--- src/merge_sort_buffer_core_defines.svh ---
// Assertion macros for the merge sort buffer core.
// Depends on nothing; included by files that carry concurrent checks.
`ifndef MERGE_SORT_BUFFER_CORE_DEFINES_SVH
`define MERGE_SORT_BUFFER_CORE_DEFINES_SVH

// Same-cycle implication, checked out of reset.
`define MSB_ASSERT_IMP(lbl, clk, rstn, ante, cons, msg) \
  lbl: assert property (@(posedge clk) disable iff (!rstn) (ante) |-> (cons)) \
    else $error(msg);

// Next-cycle implication, checked out of reset.
`define MSB_ASSERT_NXT(lbl, clk, rstn, ante, cons, msg) \
  lbl: assert property (@(posedge clk) disable iff (!rstn) (ante) |=> (cons)) \
    else $error(msg);

`endif

--- src/msb_pkg.sv ---
// Shared types for the merge sort buffer core.
// No dependencies; imported by the top level.
`default_nettype none

package msb_pkg;

  typedef enum logic [3:0] {
    S_LOAD,
    S_PASS,
    S_RUN,
    S_HA,
    S_HB,
    S_MERGE,
    S_WA,
    S_WB,
    S_ERD,
    S_ECAP
  } msb_state_e;

endpackage

`default_nettype wire

--- src/msb_ram.sv ---
// Generic single-write, single-read RAM with registered read data.
// No dependencies.
`default_nettype none

module msb_ram #(
  parameter int WIDTH = 32,
  parameter int DEPTH = 64
) (
  input  wire logic                     clk_i,
  input  wire logic                     we_i,
  input  wire logic [$clog2(DEPTH)-1:0] waddr_i,
  input  wire logic [WIDTH-1:0]         wdata_i,
  input  wire logic [$clog2(DEPTH)-1:0] raddr_i,
  output logic      [WIDTH-1:0]         rdata_o
);

  logic [WIDTH-1:0] mem_q [DEPTH];

  always_ff @(posedge clk_i) begin
    if (we_i) begin
      mem_q[waddr_i] <= wdata_i;
    end
    rdata_o <= mem_q[raddr_i];
  end

endmodule

`default_nettype wire

--- src/merge_sort_buffer_core.sv ---
// Merge sort buffer: collects signed 32-bit items, sorts them, streams them out.
// Depends on msb_pkg, msb_ram and merge_sort_buffer_core_defines.svh.
//
// Input channel (in_valid_i / in_stall_o, value_i, last_i): one item per cycle
// while loading. Up to MAX_ITEMS items are kept; items beyond that are dropped
// and the set is flagged. An item with last_i high closes the set.
// Output channel (out_valid_o / out_stall_i): one item per stored element in
// ascending order, end_of_run_o on the last, overflow_o on all if any dropped.
// Equal values keep the right run first, which is invisible for plain values.
// Sorting takes ceil(log2 n) merge passes. Each merged element is written in
// S_MERGE and the next head refetched in S_WA or S_WB, as one read port feeds
// both run heads; each result is read in S_ERD and captured in S_ECAP.
// The input stalls from the closing item until the last result is captured;
// the next set may load while that final result still waits.
// Reset clears the fill count, the drop flag and the output valid; memory
// contents are never cleared, only written entries are read.
// A stalled output holds its item; the sorter holds the next read until the
// output register frees.
`default_nettype none
`include "merge_sort_buffer_core_defines.svh"

module merge_sort_buffer_core import msb_pkg::*; #(
  parameter int MAX_ITEMS = 64
) (
  input  wire logic               clk_i,
  input  wire logic               rst_ni,
  input  wire logic               in_valid_i,
  output logic                    in_stall_o,
  input  wire logic signed [31:0] value_i,
  input  wire logic               last_i,
  output logic                    out_valid_o,
  input  wire logic               out_stall_i,
  output logic signed [31:0]      sorted_value_o,
  output logic                    end_of_run_o,
  output logic                    overflow_o
);

  localparam int AW = $clog2(MAX_ITEMS);
  // Index width: holds the count plus run bounds that overshoot it.
  localparam int IW = $clog2(MAX_ITEMS + 1) + 1;
  localparam logic [IW-1:0] MaxCount = IW'(MAX_ITEMS);
  localparam logic [IW-1:0] IdxOne = IW'(1);

  msb_state_e state_q, state_d;

  logic [IW-1:0] count_q, count_d;
  logic          drop_q, drop_d;
  logic [IW-1:0] width_q, width_d;
  logic [IW-1:0] lo_q, lo_d;
  logic [IW-1:0] mid_q, mid_d;
  logic [IW-1:0] hi_q, hi_d;
  logic [IW-1:0] i_q, i_d;
  logic [IW-1:0] j_q, j_d;
  logic [IW-1:0] k_q, k_d;
  // Low: element memory is the source of the current pass.
  logic          src_sel_q, src_sel_d;

  logic signed [31:0] head_a_q, head_a_d;
  logic signed [31:0] head_b_q, head_b_d;

  logic               out_valid_q, out_valid_d;
  logic signed [31:0] out_value_q, out_value_d;
  logic               out_end_q, out_end_d;
  logic               out_ovf_q, out_ovf_d;

  // Memory ports.
  logic [AW-1:0] rd_addr;
  logic [AW-1:0] wr_addr;
  logic [31:0]   wr_data;
  logic          elem_we;
  logic          scr_we;
  logic [31:0]   elem_rdata;
  logic [31:0]   scr_rdata;
  logic [31:0]   rd_data;

  // Merge helpers.
  logic [IW-1:0] lo_plus_w;
  logic [IW-1:0] lo_plus_2w;
  logic [IW-1:0] i_nx;
  logic [IW-1:0] j_nx;
  logic [IW-1:0] k_nx;
  logic          a_ok;
  logic          b_ok;
  logic          take_a;
  logic          last_emit;

  msb_ram #(.WIDTH(32), .DEPTH(MAX_ITEMS)) u_elem_ram (
    .clk_i   (clk_i),
    .we_i    (elem_we),
    .waddr_i (wr_addr),
    .wdata_i (wr_data),
    .raddr_i (rd_addr),
    .rdata_o (elem_rdata)
  );

  msb_ram #(.WIDTH(32), .DEPTH(MAX_ITEMS)) u_scr_ram (
    .clk_i   (clk_i),
    .we_i    (scr_we),
    .waddr_i (wr_addr),
    .wdata_i (wr_data),
    .raddr_i (rd_addr),
    .rdata_o (scr_rdata)
  );

  assign rd_data    = src_sel_q ? scr_rdata : elem_rdata;
  assign lo_plus_w  = lo_q + width_q;
  assign lo_plus_2w = lo_q + (width_q << 1);
  assign i_nx       = i_q + IdxOne;
  assign j_nx       = j_q + IdxOne;
  assign k_nx       = k_q + IdxOne;
  assign a_ok       = (i_q < mid_q);
  assign b_ok       = (j_q < hi_q);
  // Take the left head only when strictly smaller; ties go right.
  assign take_a     = a_ok && (!b_ok || (head_a_q < head_b_q));
  assign last_emit  = (k_nx == count_q);

  always_ff @(posedge clk_i or negedge rst_ni) begin
    if (!rst_ni) begin
      state_q     <= S_LOAD;
      count_q     <= '0;
      drop_q      <= 1'b0;
      width_q     <= '0;
      lo_q        <= '0;
      mid_q       <= '0;
      hi_q        <= '0;
      i_q         <= '0;
      j_q         <= '0;
      k_q         <= '0;
      src_sel_q   <= 1'b0;
      out_valid_q <= 1'b0;
    end else begin
      state_q     <= state_d;
      count_q     <= count_d;
      drop_q      <= drop_d;
      width_q     <= width_d;
      lo_q        <= lo_d;
      mid_q       <= mid_d;
      hi_q        <= hi_d;
      i_q         <= i_d;
      j_q         <= j_d;
      k_q         <= k_d;
      src_sel_q   <= src_sel_d;
      out_valid_q <= out_valid_d;
    end
  end

  // Payload registers: no reset needed.
  always_ff @(posedge clk_i) begin
    head_a_q    <= head_a_d;
    head_b_q    <= head_b_d;
    out_value_q <= out_value_d;
    out_end_q   <= out_end_d;
    out_ovf_q   <= out_ovf_d;
  end

  always_comb begin
    state_d     = state_q;
    count_d     = count_q;
    drop_d      = drop_q;
    width_d     = width_q;
    lo_d        = lo_q;
    mid_d       = mid_q;
    hi_d        = hi_q;
    i_d         = i_q;
    j_d         = j_q;
    k_d         = k_q;
    src_sel_d   = src_sel_q;
    head_a_d    = head_a_q;
    head_b_d    = head_b_q;
    out_value_d = out_value_q;
    out_end_d   = out_end_q;
    out_ovf_d   = out_ovf_q;
    in_stall_o  = (state_q != S_LOAD);
    rd_addr     = '0;
    wr_addr     = '0;
    wr_data     = value_i;
    elem_we     = 1'b0;
    scr_we      = 1'b0;

    // Drop the output item once the receiver takes it.
    out_valid_d = out_valid_q && out_stall_i;

    case (state_q)
      S_LOAD: begin
        if (in_valid_i) begin
          if (count_q < MaxCount) begin
            elem_we = 1'b1;
            wr_addr = count_q[AW-1:0];
            count_d = count_q + IdxOne;
          end else begin
            drop_d = 1'b1;
          end
          if (last_i) begin
            width_d   = IdxOne;
            src_sel_d = 1'b0;
            state_d   = S_PASS;
          end
        end
      end

      S_PASS: begin
        // Sorted once a single run spans the whole set.
        if (width_q >= count_q) begin
          k_d     = '0;
          state_d = S_ERD;
        end else begin
          lo_d    = '0;
          state_d = S_RUN;
        end
      end

      S_RUN: begin
        mid_d   = (lo_plus_w > count_q) ? count_q : lo_plus_w;
        hi_d    = (lo_plus_2w > count_q) ? count_q : lo_plus_2w;
        i_d     = lo_q;
        j_d     = (lo_plus_w > count_q) ? count_q : lo_plus_w;
        k_d     = lo_q;
        rd_addr = lo_q[AW-1:0];
        state_d = S_HA;
      end

      S_HA: begin
        head_a_d = rd_data;
        if (j_q < hi_q) begin
          rd_addr = j_q[AW-1:0];
          state_d = S_HB;
        end else begin
          state_d = S_MERGE;
        end
      end

      S_HB: begin
        head_b_d = rd_data;
        state_d  = S_MERGE;
      end

      S_MERGE: begin
        if (!a_ok && !b_ok) begin
          // Run done: advance to the next run or close the pass.
          if (lo_plus_2w >= count_q) begin
            width_d   = width_q << 1;
            src_sel_d = !src_sel_q;
            state_d   = S_PASS;
          end else begin
            lo_d    = lo_plus_2w;
            state_d = S_RUN;
          end
        end else begin
          wr_addr = k_q[AW-1:0];
          wr_data = take_a ? head_a_q : head_b_q;
          elem_we = src_sel_q;
          scr_we  = !src_sel_q;
          k_d     = k_nx;
          if (take_a) begin
            i_d = i_nx;
            if (i_nx < mid_q) begin
              rd_addr = i_nx[AW-1:0];
              state_d = S_WA;
            end
          end else begin
            j_d = j_nx;
            if (j_nx < hi_q) begin
              rd_addr = j_nx[AW-1:0];
              state_d = S_WB;
            end
          end
        end
      end

      S_WA: begin
        head_a_d = rd_data;
        state_d  = S_MERGE;
      end

      S_WB: begin
        head_b_d = rd_data;
        state_d  = S_MERGE;
      end

      S_ERD: begin
        // Hold the read until the output register is free at this edge.
        if (!out_valid_q || !out_stall_i) begin
          rd_addr = k_q[AW-1:0];
          state_d = S_ECAP;
        end
      end

      S_ECAP: begin
        out_valid_d = 1'b1;
        out_value_d = rd_data;
        out_end_d   = last_emit;
        out_ovf_d   = drop_q;
        k_d         = k_nx;
        if (last_emit) begin
          count_d = '0;
          drop_d  = 1'b0;
          state_d = S_LOAD;
        end else begin
          state_d = S_ERD;
        end
      end

      default: begin
        state_d = S_LOAD;
      end
    endcase
  end

  assign out_valid_o    = out_valid_q;
  assign sorted_value_o = out_value_q;
  assign end_of_run_o   = out_end_q;
  assign overflow_o     = out_ovf_q;

  `MSB_ASSERT_IMP(a_count_bound, clk_i, rst_ni, 1'b1, count_q <= MaxCount, "fill count exceeds capacity")
  `MSB_ASSERT_IMP(a_merge_in_run, clk_i, rst_ni, (state_q == S_MERGE) && (a_ok || b_ok), k_q < hi_q, "merge write beyond run end")
  `MSB_ASSERT_IMP(a_capture_free, clk_i, rst_ni, state_q == S_ECAP, !out_valid_q, "output captured over pending item")
  `MSB_ASSERT_NXT(a_set_closed, clk_i, rst_ni, (state_q == S_ECAP) && last_emit, (state_q == S_LOAD) && (count_q == '0) && !drop_q, "set not cleared after final item")

endmodule

`default_nettype wire

--- config.mk ---
export PLATFORM = sky130hd
export DESIGN_NAME = merge_sort_buffer_core
export DESIGN_NICKNAME = d
export VERILOG_FILES = /design/src/msb_pkg.sv /design/src/msb_ram.sv /design/src/merge_sort_buffer_core.sv
export VERILOG_INCLUDE_DIRS = /design/src /design/src/src
export SDC_FILE = /design/constraint.sdc
export NUM_CORES = 2
export LEC_CHECK = 0
export BUFFER_PORTS_ARGS = -buffer_cell sky130_fd_sc_hd__buf_2
export CORE_MARGIN = 10
export CORE_UTILIZATION = 40
export DETAILED_ROUTE_END_ITERATION = 10
export MAX_ROUTING_LAYER = met4
export PLACE_DENSITY = 0.59
export SLEW_MARGIN = 20
export SYNTH_ARGS = -nofsm -noshare
export SYNTH_HDL_FRONTEND = slang
export SYNTH_HIERARCHICAL = 1
export SYNTH_SLANG_ARGS = --single-unit
export TNS_END_PERCENT = 1
--- constraint.sdc ---
create_clock -name clk_i -period 15.83 [get_ports clk_i]
set_input_delay 1.583 -clock clk_i [delete_from_list [all_inputs] [get_ports clk_i]]
set_output_delay 1.583 -clock clk_i [all_outputs]
set_load 0.01 [all_outputs]
==> impl_metrics.toml <==
[power]
finalPower_mw = 23.0
peakVddDrop_v = 0.0000964
p_comb_share_pct = 1.0
p_int_mw = 18.4
power.switching_mw = 4.55
clkPwrFrac_pct = 44.4
switching_share_pct = 19.8
powerDensity_nw_per_um2 = 120
p_leak_nw = 57.7
p_seq_share_pct = 54.6

[floorplan]
die_area_um2 = 445000
num_rows = 237
ios = 73
start_util_pct = 40.2
core_area_um2 = 417000
die_w_um = 667
fp.dieH_um = 667

[grt]
grt_max_degree = 124
grt_pass1_wl_mm = 651
grt_pass1_vias = 83200
overflow = 0
antenna_found_initial = 30
grtUsageTotal_pct = 21.1

[critical_path]
cp.required_ns = 16.64
crit_fanout = 78
rr_worst_depth = 18
worst-setup-path-type = "flop to flop"
crit_arrival_ns = 9.34
critPathLaunchType = "flop"
end_kind = "flop"

[clock_network]
cts_made_buffers = 424
ctsHoldBuffers = 0
cts_max_path_buffers = 4
root_buffer = "clkbuf_16"
cts_tree = "done"
clk_pin_slew_ns = 0.06
ctsHtreeMaxLevel = 5
worstSkewPairLatency_ns = 0.99
cts.sinks = 4328
postCtsResizedCells = 0
postCtsSetupBuffers = 0

[route]
routed_wl_mm = 464
postRouteAntennaNets = 0
avgRoutedWirePerCell_um = 33.4
drc = 0
vias = 82800
viasPerCell = 5.95
drtIter0Drc = 10500
drt-pass1-iter-count = 6

[cells_and_area]
multiInputGateArea_um2 = 37600
final_common_cell = "edfxtp_1"
layout-drive-gt1-share_pct = 27.9
fill_cells = 34100
area_growth_pct = 14.0
layout.nets = 8165
fin_cells = 13900
final_cell_mix = "edfxtp_1 (4194), mux4_2 (1088), clkbuf_16 (429)"
seqCellArea_um2 = 129000

[status]
status = "completed"

[timing]
max_slew_margin_pct = 13.8
timing.setup.tns_ns = 0
timing.fmax_ghz = 0.117
final_hold_viol_count = 0
fin_crit_ns = 8.54
grt_setup_unrepaired = "no"
report.final.slew_viol_count = 0
finalSetupViolCount = 0
fin_crit_sh_pct = 53.9
worstMarginPinSlew_ns = 1.29
fin_worst_skew_ns = 0.0503

[job]
drv_cap = 0

[synth]
ys.flop_type = "edfxtp_1"
ys_top_cells_by_area = "edfxtp_1 (75%), mux4_2 (15%), mux2i_1 (1.2%)"
synthArstFlopShare_pct = 1.62
syn_area_um2 = 167000
synth_seq_area_share_pct = 77.1
ys_warn_count = 6
avgSynthCellArea_um2 = 21.9
syn-num-nets = 7774
yosysTopAreaCell = "edfxtp_1"
synth-seq-cells = 4328
synth_top_area_share_pct = 75.3
synth_edf_count = 4194
synthDistinctLibCells = 78
netlist_instances = 7638

[placed_design]
portBuffers = 72
dp_hpwl_mm = 265
gp_congestion = 0.895
dp.cells = 13100

[hold_path]
hold_depth = 0
hold_class = "flop to flop"
## sequential cells by signal (all words and copies together), names as in the netlist, 32 cells and up
signal	flops
u_elem_ram/rdata_o	32
head_b_q	32
u_elem_ram/mem_q	2048
u_scr_ram/mem_q	2048
u_scr_ram/rdata_o	32
sorted_value_o	32
head_a_q	32
## per-stage QoR
stage	hold slack (ns)	util (%)	setup slack [ns]	instance area, um^2
floorplan	0.425	-	9.28	167000
global placement	0.443	42.4	7.23	177000
detailed placement	0.440	42.4	7.39	177000
CTS	0.455	45.8	7.38	191000
global route	0.471	45.8	6.78	191000
finish	0.460	45.8	7.29	191000
## power groups by stage
stage | Sequential (mW) | Combinational, mW | Clock (mW)
after global placement | 12.8 | 0.223 | 0
after global routing | 12.5 | 0.251 | 10.8
final | 12.5 | 0.235 | 10.2
after floorplan | 12.8 | 0.0824 | 0
after detailed placement | 12.8 | 0.241 | 0
after CTS | 12.5 | 0.240 | 10.4
## layer usage
metal | vias up | routed length, um | global-route usage [%]
met5 | - | 0 | -
met4 | 0 | 17000 | 6.90
met3 | 659 | 37400 | 3.47
met2 | 3827 | 226000 | 33.4
met1 | 45300 | 184000 | 28.1
li1 | 33000 | - | -
## layout make-up
| class | count | share of cell area [%] |
|---|---|---|
| clock buffer | 504 | 5.81 |
| tap | 5497 | 3.60 |
| inverter | 115 | 0.226 |
| antenna | 18 | 0.0236 |
| multi-input combinational | 2791 | 19.7 |
| sequential | 4328 | 67.6 |
| timing repair buffer | 369 | 1.48 |
| clock inverter | 279 | 1.54 |
## path summary, 6_finish.rpt
check / from / endpoint / slack (ns)
worst max register to register: i_q[0]$_DFFE_PN0P_ / u_elem_ram/rdata_o[2]$_DFF_P_ / 7.29
max in group asynchronous: rst_ni / src_sel_q$_DFFE_PN0P_ / 14.30
worst min register to register: drop_q$_DFFE_PN0P_ / overflow_o$_DFFE_PP_ / 0.46
worst min-delay path: drop_q$_DFFE_PN0P_ / overflow_o$_DFFE_PP_ / 0.46
worst max-delay path: i_q[0]$_DFFE_PN0P_ / u_elem_ram/rdata_o[2]$_DFF_P_ / 7.29
min in group asynchronous: rst_ni / lo_q[5]$_DFFE_PN0P_ / 0.83
## synthesized netlist by cell type (all sizes together), types with 64 or more instances
cell type / instances
a21oi: 165
buf: 217
clkbuf: 187
dfrtp: 70
dfxtp: 64
edfxtp: 4194
ha: 98
inv: 115
mux2i: 201
mux4: 1088
nand2: 151
nor2: 325
o221ai: 89
o22ai: 174
## worst max-delay path: stages (launching register included)
cell	delay [ns]
dfrtp_1	0.48
ha_1	0.29
nand3_1	0.14
xnor2_1	0.36
inv_1	0.09
ha_1	0.28
o21ai_0	0.24
a21oi_1	0.07
o41ai_1	0.63
nand4_1	0.51
a2bb2oi_1	0.27
o211ai_1	0.25
buf_12	0.54
buf_4	0.78
buf_4	0.87
mux4_2	0.62
mux4_2	0.53
o22ai_1	0.97
nor2_1	0.12
## cells by family after synthesis
logic type	count (synthesis)	share of synthesized area [%]
AND/OR/NAND/NOR	679	1.82
XOR/XNOR	40	0.209
AO/OA/AOI/OAI	641	2.58
multiplexers	1332	16.1
adder cells (fa/ha/maj)	99	0.745
flip-flops	4328	77.1
buffers and inverters	519	1.42
No activity file was read; power rests on OpenSTA's default activity.
